==> src/hdl/mrc_pkg.sv <==
// ----------------------------------------------------------------------------
// mrc_pkg
// Shared types, register indexes, status codes and the CRC-16 byte update
// for the Modbus RTU response checker.
// ----------------------------------------------------------------------------
package mrc_pkg;

    localparam int unsigned ADDR_W = 4;

    // Register indexes, taken from paddr[3:2].
    localparam logic [1:0] REG_SLAVE     = 2'd0;
    localparam logic [1:0] REG_FUNC      = 2'd1;
    localparam logic [1:0] REG_REG_COUNT = 2'd2;

    localparam logic [7:0] RST_SLAVE     = 8'd1;
    localparam logic [6:0] RST_FUNC      = 7'd3;
    localparam logic [6:0] RST_REG_COUNT = 7'd5;

    // Status codes of the final item.
    localparam logic [2:0] ST_OK        = 3'd0;
    localparam logic [2:0] ST_SLAVE     = 3'd1;
    localparam logic [2:0] ST_FUNC      = 3'd2;
    localparam logic [2:0] ST_COUNT     = 3'd3;
    localparam logic [2:0] ST_EXCEPTION = 3'd4;
    localparam logic [2:0] ST_CRC       = 3'd5;

    localparam logic       KIND_WORD   = 1'b0;
    localparam logic       KIND_STATUS = 1'b1;

    // Function codes that set the data length.
    localparam logic [7:0] FC_READ_HOLD   = 8'd3;
    localparam logic [7:0] FC_READ_INPUT  = 8'd4;
    localparam logic [7:0] FC_WRITE_COIL  = 8'd5;
    localparam logic [7:0] FC_WRITE_REG   = 8'd6;
    localparam logic [7:0] FC_WRITE_COILS = 8'd15;
    localparam logic [7:0] FC_WRITE_REGS  = 8'd16;

    localparam logic [15:0] CRC_POLY = 16'hA001;
    localparam logic [15:0] CRC_SEED = 16'hFFFF;
    localparam logic [8:0]  POS_MAX  = 9'd511;

    typedef struct packed {
        logic [7:0] slave;
        logic [6:0] func;
        logic [6:0] reg_count;
    } cfg_t;

    typedef struct packed {
        logic        kind;
        logic [15:0] word;
        logic [2:0]  status;
        logic [7:0]  exc_code;
    } result_t;

    // Reflected CRC-16 over one byte, LSB first.
    function automatic logic [15:0] crc16_byte(input logic [15:0] crc_in,
                                               input logic [7:0]  data);
        logic [15:0] c;
        c = crc_in ^ {8'd0, data};
        for (int k = 0; k < 8; k++) begin
            if (c[0])
                c = (c >> 1) ^ CRC_POLY;
            else
                c = c >> 1;
        end
        return c;
    endfunction

endpackage

==> src/hdl/mrc_frame_check.sv <==
// ----------------------------------------------------------------------------
// mrc_frame_check
// Per-frame state and the single-pass byte step: header capture, CRC update,
// word assembly and the prioritized status decision on the last byte.
// ----------------------------------------------------------------------------
module mrc_frame_check
    import mrc_pkg::*;
(
    input  logic       clk,
    input  logic       rst_n,
    input  logic       accept,
    input  logic [7:0] rx_byte,
    input  logic       end_of_frame,
    input  cfg_t       cfg,
    output logic       res_valid,
    output result_t    res
);

    logic [8:0]  pos_reg,       pos_next;
    logic [15:0] crc_reg,       crc_next;
    logic [7:0]  slave_reg,     slave_next;
    logic [7:0]  func_reg,      func_next;
    logic [7:0]  count_reg,     count_next;
    logic [7:0]  high_reg,      high_next;
    logic [7:0]  crc_lo_reg,    crc_lo_next;
    logic [7:0]  crc_hi_reg,    crc_hi_next;

    // Values after this byte has been folded in.
    logic [7:0]  slave_cur, func_cur, count_cur;
    logic [7:0]  crc_lo_cur, crc_hi_cur, high_cur;
    logic [15:0] crc_cur;
    logic [8:0]  len;
    logic [9:0]  pos_w, n_w, data_end, frame_need;
    logic        in_data, is_reads, word_ready;
    logic [2:0]  st;

    assign pos_w = {1'b0, pos_reg};
    assign n_w   = pos_w + 10'd1;

    always_comb
    begin
        slave_cur = (pos_reg == 9'd0) ? rx_byte : slave_reg;
        func_cur  = (pos_reg == 9'd1) ? rx_byte : func_reg;
        count_cur = (pos_reg == 9'd2) ? rx_byte : count_reg;

        case (func_cur)
            FC_READ_HOLD, FC_READ_INPUT:  len = {1'b0, count_cur};
            FC_WRITE_COIL, FC_WRITE_REG,
            FC_WRITE_COILS, FC_WRITE_REGS: len = 9'd3;
            default:                       len = 9'd0;
        endcase

        data_end   = 10'd3 + {1'b0, len};
        frame_need = data_end + 10'd2;
        in_data    = pos_w < data_end;
        is_reads   = (func_cur == FC_READ_HOLD) || (func_cur == FC_READ_INPUT);

        crc_cur = in_data ? crc16_byte(crc_reg, rx_byte) : crc_reg;

        // Data bytes start at position 3, so an odd position is a high byte.
        high_cur   = high_reg;
        word_ready = 1'b0;
        if ((pos_reg >= 9'd3) && in_data && is_reads)
        begin
            if (pos_reg[0])
                high_cur = rx_byte;
            else
                word_ready = 1'b1;
        end

        crc_lo_cur = (pos_w == data_end) ? rx_byte : crc_lo_reg;
        crc_hi_cur = (pos_w == data_end + 10'd1) ? rx_byte : crc_hi_reg;

        if (slave_cur != cfg.slave)
            st = ST_SLAVE;
        else if (n_w < 10'd2)
            st = ST_CRC;
        else if (func_cur[6:0] != cfg.func)
            st = ST_FUNC;
        else if (n_w < 10'd3)
            st = ST_CRC;
        else if ((func_cur == FC_READ_HOLD) && (cfg.reg_count != count_cur[7:1]))
            st = ST_COUNT;
        else if (func_cur[7])
            st = ST_EXCEPTION;
        else if (n_w < frame_need)
            st = ST_CRC;
        else if ({crc_hi_cur, crc_lo_cur} != crc_cur)
            st = ST_CRC;
        else
            st = ST_OK;

        res_valid = accept & (end_of_frame | word_ready);
        if (end_of_frame)
        begin
            res.kind     = KIND_STATUS;
            res.word     = 16'd0;
            res.status   = st;
            res.exc_code = (st == ST_EXCEPTION) ? count_cur : 8'd0;
        end
        else
        begin
            res.kind     = KIND_WORD;
            res.word     = {high_reg, rx_byte};
            res.status   = ST_OK;
            res.exc_code = 8'd0;
        end

        pos_next    = pos_reg;
        crc_next    = crc_reg;
        slave_next  = slave_reg;
        func_next   = func_reg;
        count_next  = count_reg;
        high_next   = high_reg;
        crc_lo_next = crc_lo_reg;
        crc_hi_next = crc_hi_reg;
        if (accept)
        begin
            if (end_of_frame)
            begin
                pos_next    = 9'd0;
                crc_next    = CRC_SEED;
                slave_next  = 8'd0;
                func_next   = 8'd0;
                count_next  = 8'd0;
                high_next   = 8'd0;
                crc_lo_next = 8'd0;
                crc_hi_next = 8'd0;
            end
            else
            begin
                pos_next    = (pos_reg == POS_MAX) ? POS_MAX : n_w[8:0];
                crc_next    = crc_cur;
                slave_next  = slave_cur;
                func_next   = func_cur;
                count_next  = count_cur;
                high_next   = high_cur;
                crc_lo_next = crc_lo_cur;
                crc_hi_next = crc_hi_cur;
            end
        end
    end

    always_ff @(posedge clk or negedge rst_n)
    begin
        if (!rst_n)
        begin
            pos_reg    <= 9'd0;
            crc_reg    <= CRC_SEED;
            slave_reg  <= 8'd0;
            func_reg   <= 8'd0;
            count_reg  <= 8'd0;
            high_reg   <= 8'd0;
            crc_lo_reg <= 8'd0;
            crc_hi_reg <= 8'd0;
        end
        else
        begin
            pos_reg    <= pos_next;
            crc_reg    <= crc_next;
            slave_reg  <= slave_next;
            func_reg   <= func_next;
            count_reg  <= count_next;
            high_reg   <= high_next;
            crc_lo_reg <= crc_lo_next;
            crc_hi_reg <= crc_hi_next;
        end
    end

endmodule

==> config.mk <==
export PLATFORM = sky130hd
export DESIGN_NAME = mrc_frame_check
export DESIGN_NICKNAME = d
export VERILOG_FILES = /design/src/hdl/mrc_pkg.sv /design/src/hdl/mrc_frame_check.sv
export SDC_FILE = /design/constraint.sdc
export NUM_CORES = 1
export LEC_CHECK = 0
export BUFFER_PORTS_ARGS = -buffer_cell sky130_fd_sc_hd__buf_2
export CAP_MARGIN = 20
export CORE_AREA = 2 2 144 161
export CTS_BUF_LIST = sky130_fd_sc_hd__clkbuf_8 sky130_fd_sc_hd__clkbuf_16
export CTS_CLUSTER_SIZE = 28
export DETAILED_ROUTE_END_ITERATION = 10
export DIE_AREA = 0 0 146 163
export GPL_ROUTABILITY_DRIVEN = 0
export HOLD_SLACK_MARGIN = 0.08
export PLACE_DENSITY = 0.57
export SETUP_SLACK_MARGIN = 0.3
export SLEW_MARGIN = 20
export SYNTH_ARGS = -nofsm -noshare
export SYNTH_HDL_FRONTEND = slang
export SYNTH_SLANG_ARGS = --single-unit
==> constraint.sdc <==
create_clock -name clk -period 7.9 [get_ports clk]
set_input_delay 0 -clock clk [delete_from_list [all_inputs] [get_ports clk]]
set_output_delay 0 -clock clk [all_outputs]
set_load 0.02 [all_outputs]
## Word-level counts from Yosys, hierarchy flattened

Cells that the tools add are included.

| word-level totals | value |
|---|---|
| bits in registers | 73 |
| bits of input ports | 34 |
| output and inout port bits | 29 |
| word-level logic and storage cells | 92 |

| operators by class | value |
|---|---|
| add/subtract/negate cells | 4 |
| order comparisons | 5 |
| eq/ne operators | 16 |
| mux-type cells | 38 |
| bitwise operators | 11 |
| reduce and logical (&&, ||, !) cells | 10 |

Operators by type and width:

| kind | number |
|---|---|
| $mux 16 | 10 |
| $mux 8 | 14 |
| $mux 28 | 1 |
| $eq 8x3->1 const B | 3 |
| $mux 3 | 8 |
| $not 2->3 | 8 |
| $eq 9x10->1 | 2 |
| $lt 10x2->1 const B | 2 |
| $mux 9 | 2 |
| $ne 16x16->1 | 1 |
| $pmux 8 s2 | 1 |
| $xor 16x8->16 | 1 |
| $ne 7x7->1 | 2 |
| $add 10x1->10 const B | 1 |
| $add 10x2->10 const B | 1 |
| $add 2x9->10 const A | 1 |
| $add 9x1->10 const B | 1 |
| $lt 10x10->1 | 1 |
| $lt 9x10->1 | 1 |
| $eq 9x1->1 const B | 1 |
| $eq 9x2->1 const B | 1 |
| $eq 9x9->1 const B | 1 |
| $ge 9x2->1 const B | 1 |
| $logic_not 9->1 | 1 |
| 14 further kinds | 18 |

## Logic depth before layout (Yosys ltp)

| depth | value |
|---|---|
| depth in word-level cells | 30 |
| mapped depth | 33 |
| mapped depth without buffers | 29 |

## Worst setup path after synthesis

Ideal clock, no wire load.

| path | value |
|---|---|
| path type | register -> output |
| start | register pos_reg[0] |
| end | output port res[0] in the netlist's numbering |
| arrival | 7.712 ns |
| required time | 7.900 ns |
| path slack | 0.188 ns |
| stages on the path, launching flop included | 32 |
| path buffers | 5 |
| cell sequence | dfrtp_1 > inv_1 > ha_1 > nor4b_2 > nand2_1 > clkbuf_1 > mux2i_1 > o21a_1 > ha_1 > clkbuf_1 > and3b_1 > nand3_1 > xnor2_1 > mux2i_1 > and2_1 > inv_1 > ha_1 > or4_1 > o21ai_0 > and2_1 > clkbuf_1 > buf_1 > mux2i_1 > xnor2_1 > nand3_1 > or4_1 > a211oi_1 > o221ai_1 > a2111o_1 > o31a_1 > buf_2 > nor4_1 |

RTL lines:

| what | RTL line | RTL |
|---|---|---|
| start: declaration | mrc_frame_check.sv:19 | `logic [8:0] pos_reg, pos_next;` |
| start signal: assignment | mrc_frame_check.sv:159 | `pos_reg <= pos_next;` |
| end: declaration | mrc_frame_check.sv:16 | `output result_t res` |

==> impl_metrics.py <==
metrics = {
    "drt": {
        "drt-initial-drc-count": 506,
        "route.vias.total": 6154,
        "drc": 0,
        "routed_wl_um": 21400,
        "post_drt_wl_per_cell_um": 19.4,
        "vias_per_cell": 5.59,
        "detail-route-antenna-nets": 0,
        "first_pass_iters": 5,
    },
    "power": {
        "cellLeakagePower_nw": 3.27,
        "combPwrFrac": 0.563,
        "power.density_nw_per_um2": 317,
        "power_frac_clock": 0.192,
        "sw_frac_of_total": 0.432,
        "power_frac_seq": 0.245,
        "power.switching_mw": 1.08,
        "ir_drop_mv": 0.156,
        "intPower_mw": 1.42,
    },
    "synthesis": {
        "netlist_top_cells_count": "57 x dfrtp_1, 55 x nor2_1, 46 x mux2i_1, 46 x xnor2_1, 37 x clkbuf_1",
        "ys_async_sr_fraction": 1.00,
        "yosysTopAreaCellShare": 0.217,
        "ys_types": 74,
        "syn_inst": 735,
        "syn_area_per_cell_um2": 8.93,
        "yosysTopAreaCell": "dfrtp_1",
        "synth.net_count": 797,
        "post-synth-top-count-cell": "dfrtp_1",
        "netlist_area_um2": 6560,
        "synth.area.top_cells": "dfrtp_1 22%, mux2i_1 7.0%, dfstp_2 6.4%",
        "ys_seq_area_frac": 0.282,
        "yosys_register_bits": 73,
        "yosys_warnings": 0,
        "synth_edf_count": 0,
        "synth-main-ff-cell": "dfrtp_1",
    },
    "clock_tree": {
        "ctsHtreeMaxLevel": 3,
        "cts_tree": "done",
        "clock-sinks": 73,
        "clock_latency_ns": 0.34,
        "clk_path_buf_depth": 2,
        "root_buffer": "clkbuf_16",
        "cts_buffers": 9,
        "clk_pin_slew_ns": 0.06,
    },
    "critical_path": {
        "critPathKind": "reg2out",
        "path_common_cell": "ha_1",
        "startpoint_type": "flop",
        "worst_ep_arrival_time_ns": 7.26,
        "critical_path_required_ns": 7.90,
        "crit_path_max_incr_delay_ns": 0.54,
        "crit_path_max_fanout": 7,
        "critPathCaptureType": "output port",
        "path_delay_family": "simple AND/OR/NAND/NOR gates",
        "worstPathBufferInverterCount": 5,
        "cp_slowest_cell": "or4_1",
    },
    "die": {
        "die-area_um2": 23800,
        "fp-row-count": 58,
        "initial_core_util": 0.293,
        "io_pins": 63,
        "dieWidth_um": 146,
        "fp.dieH_um": 163,
        "design.core.area_um2": 22400,
    },
    "sta": {
        "finalCritPeriodShare": 0.919,
        "fin_crit_ns": 7.26,
        "slew_violations": 0,
        "hold_violations": 0,
        "maxSlewHeadroom": 0.170,
        "rsz0062_at_grt": "no",
        "finalSetupViolCount": 0,
        "setup_ws_ns": 0.640,
        "max_freq_mhz": 138,
        "clock-skew-final_ns": 0.00506,
        "fin_tns_setup_ns": 0,
        "worst_slew_pin_slew_ns": 1.24,
    },
    "final_layout": {
        "largest_register_ffs": 16,
        "area_delta_synth_final_pct": 20.1,
        "drive_gt1_frac": 0.233,
        "nets": 858,
        "n_antenna_cell": 0,
        "nFillCells": 2382,
    },
    "grt": {
        "grt_pass1_wl_um": 32700,
        "grt_use_total": 0.175,
        "grt_max_degree": 74,
        "grt_pass1_vias": 5714,
        "grt_overflow": 0,
        "antenna_found_initial": 0,
    },
    "worst_hold_path": {
        "holdCritPathClass": "in2reg",
    },
    "run": {
        "maxCapViolations": 0,
    },
    "place": {
        "pre_cts_slack_ns": 0.277,
        "dp_hpwl_um": 15200,
        "io_buffer_count": 62,
    },
    "outcome": {
        "status": "completed",
    },
}
## final cells by class
cell class	instances	area, um^2	share of cell area
clock buffers	10	239	0.0303
clock inverters	6	108	0.0137
inverters	19	71.3	0.00905
multi-input cells	592	4610	0.585
flip-flops and latches	73	1850	0.235
well taps	300	375	0.0476
repair buffers	101	626	0.0794
## cell usage in the layout, fill, tap and decap left out, types with 4 or more instances in the layout
master / Yosys / routed
dfrtp_1: 57 / 54
nor2b_1: 17 / 17
o21ai_0: 18 / 15
nand3_1: 19 / 19
mux2_2: 8 / 8
o2bb2ai_1: 36 / 36
a211oi_1: 5 / 5
nand4_1: 13 / 13
a22oi_1: 32 / 32
ha_1: 28 / 27
mux2i_1: 46 / 41
o21a_1: 6 / 6
clkbuf_16: 0 / 9
or3_1: 6 / 6
nand2b_1: 5 / 5
nor4_1: 21 / 13
o22ai_1: 6 / 6
nand2_1: 36 / 35
a21oi_1: 29 / 29
inv_1: 18 / 17
o211ai_1: 6 / 6
xor2_1: 36 / 36
and3b_1: 4 / 4
xnor2_1: 46 / 46
mux2i_2: 1 / 4
and3_1: 4 / 4
and2_1: 6 / 4
nor3_1: 12 / 11
o31ai_1: 6 / 6
o22a_1: 22 / 22
nor4_2: 0 / 6
dfstp_2: 16 / 16
buf_4: 2 / 42
buf_2: 6 / 57
nor2_1: 55 / 55
## cell families after synthesis
| logic type | after synthesis | share of synthesized area |
|---|---|---|
| XOR/XNOR | 83 | 0.113 |
| multiplexers | 56 | 0.0895 |
| AND/OR/NAND/NOR | 224 | 0.186 |
| adder cells (fa/ha/maj) | 28 | 0.0534 |
| AO/OA/AOI/OAI | 199 | 0.233 |
| flip-flops | 73 | 0.282 |
| other | 1 | 0.000572 |
| buffers and inverters | 71 | 0.0431 |
## worst reg2reg max path, cell delays in order (launching register included)
cell and delay [ns]:
dfrtp_2 0.46, inv_2 0.13, ha_1 0.21, nor4b_2 0.21, buf_4 0.19, nand3_1 0.11
and2_1 0.24, o21ai_2 0.14, inv_1 0.07, ha_1 0.23, and3b_1 0.25, nand3_1 0.11
nor3_1 0.17, a41oi_1 0.06, or3_1 0.40, ha_1 0.33, nand2_1 0.09, a211oi_1 0.25
o21ai_2 0.11, nand2_1 0.28, a2111oi_0 0.11, o21ai_1 0.83, mux2_2 0.43
## worst paths after layout
path | start | to | slack (ns) | cells past startpoint
min | rx_byte[3] | slave_reg[3] | 0.16 | 3
min in group asynchronous | rst_n | crc_lo_reg[1] | 0.35 | 2
max reg2reg | pos_reg[0] | high_reg[2] | 2.39 | 22
max | pos_reg[0] | res[3] | 0.64 | 29
max in group asynchronous | rst_n | pos_reg[5] | 6.86 | 2
min reg2reg | count_reg[7] | count_reg[7] | 0.50 | 1
## per-stage QoR
stage / hold WS [ns] / cells / cell area (um^2) / total power [mW] / util
final: 0.158 / 1101 / 7880 / 2.50 / 0.352
after global routing: 0.187 / 1101 / 7880 / 2.67 / 0.352
after CTS: 0.145 / 1094 / 7660 / 2.41 / 0.343
after detailed placement: 0.231 / 1077 / 7280 / 1.91 / 0.326
after global placement: 0.227 / 1077 / 7280 / 1.90 / 0.326
after floorplan: -0.296 / 735 / 6560 / 1.58 / -
## layer usage
layer | GRT usage | share of wire
met2 | 0.287 | 0.47
met1 | 0.233 | 0.45
met5 | 0 | 0
met4 | 0.0821 | 0.036
met3 | 0.0182 | 0.047
## repair_timing
item                                   CTS  global route
gates cloned                             0             1
setup endpoints to repair                9            10
hold buffers                             1             0
buffers inserted                         0             6
endpoints found under the hold margin   57             0
pin swaps                                0             7
gates resized for setup                  9            39
## power by group through the flow
stage / clock network (mW) / registers [mW] / logic (mW)
floorplan: 0 / 0.572 / 1.01
global placement: 0 / 0.608 / 1.29
detailed placement: 0 / 0.610 / 1.30
CTS: 0.489 / 0.605 / 1.31
global route: 0.503 / 0.626 / 1.55
finish: 0.480 / 0.611 / 1.41
Note: power is estimated with default switching activity, not from simulation.
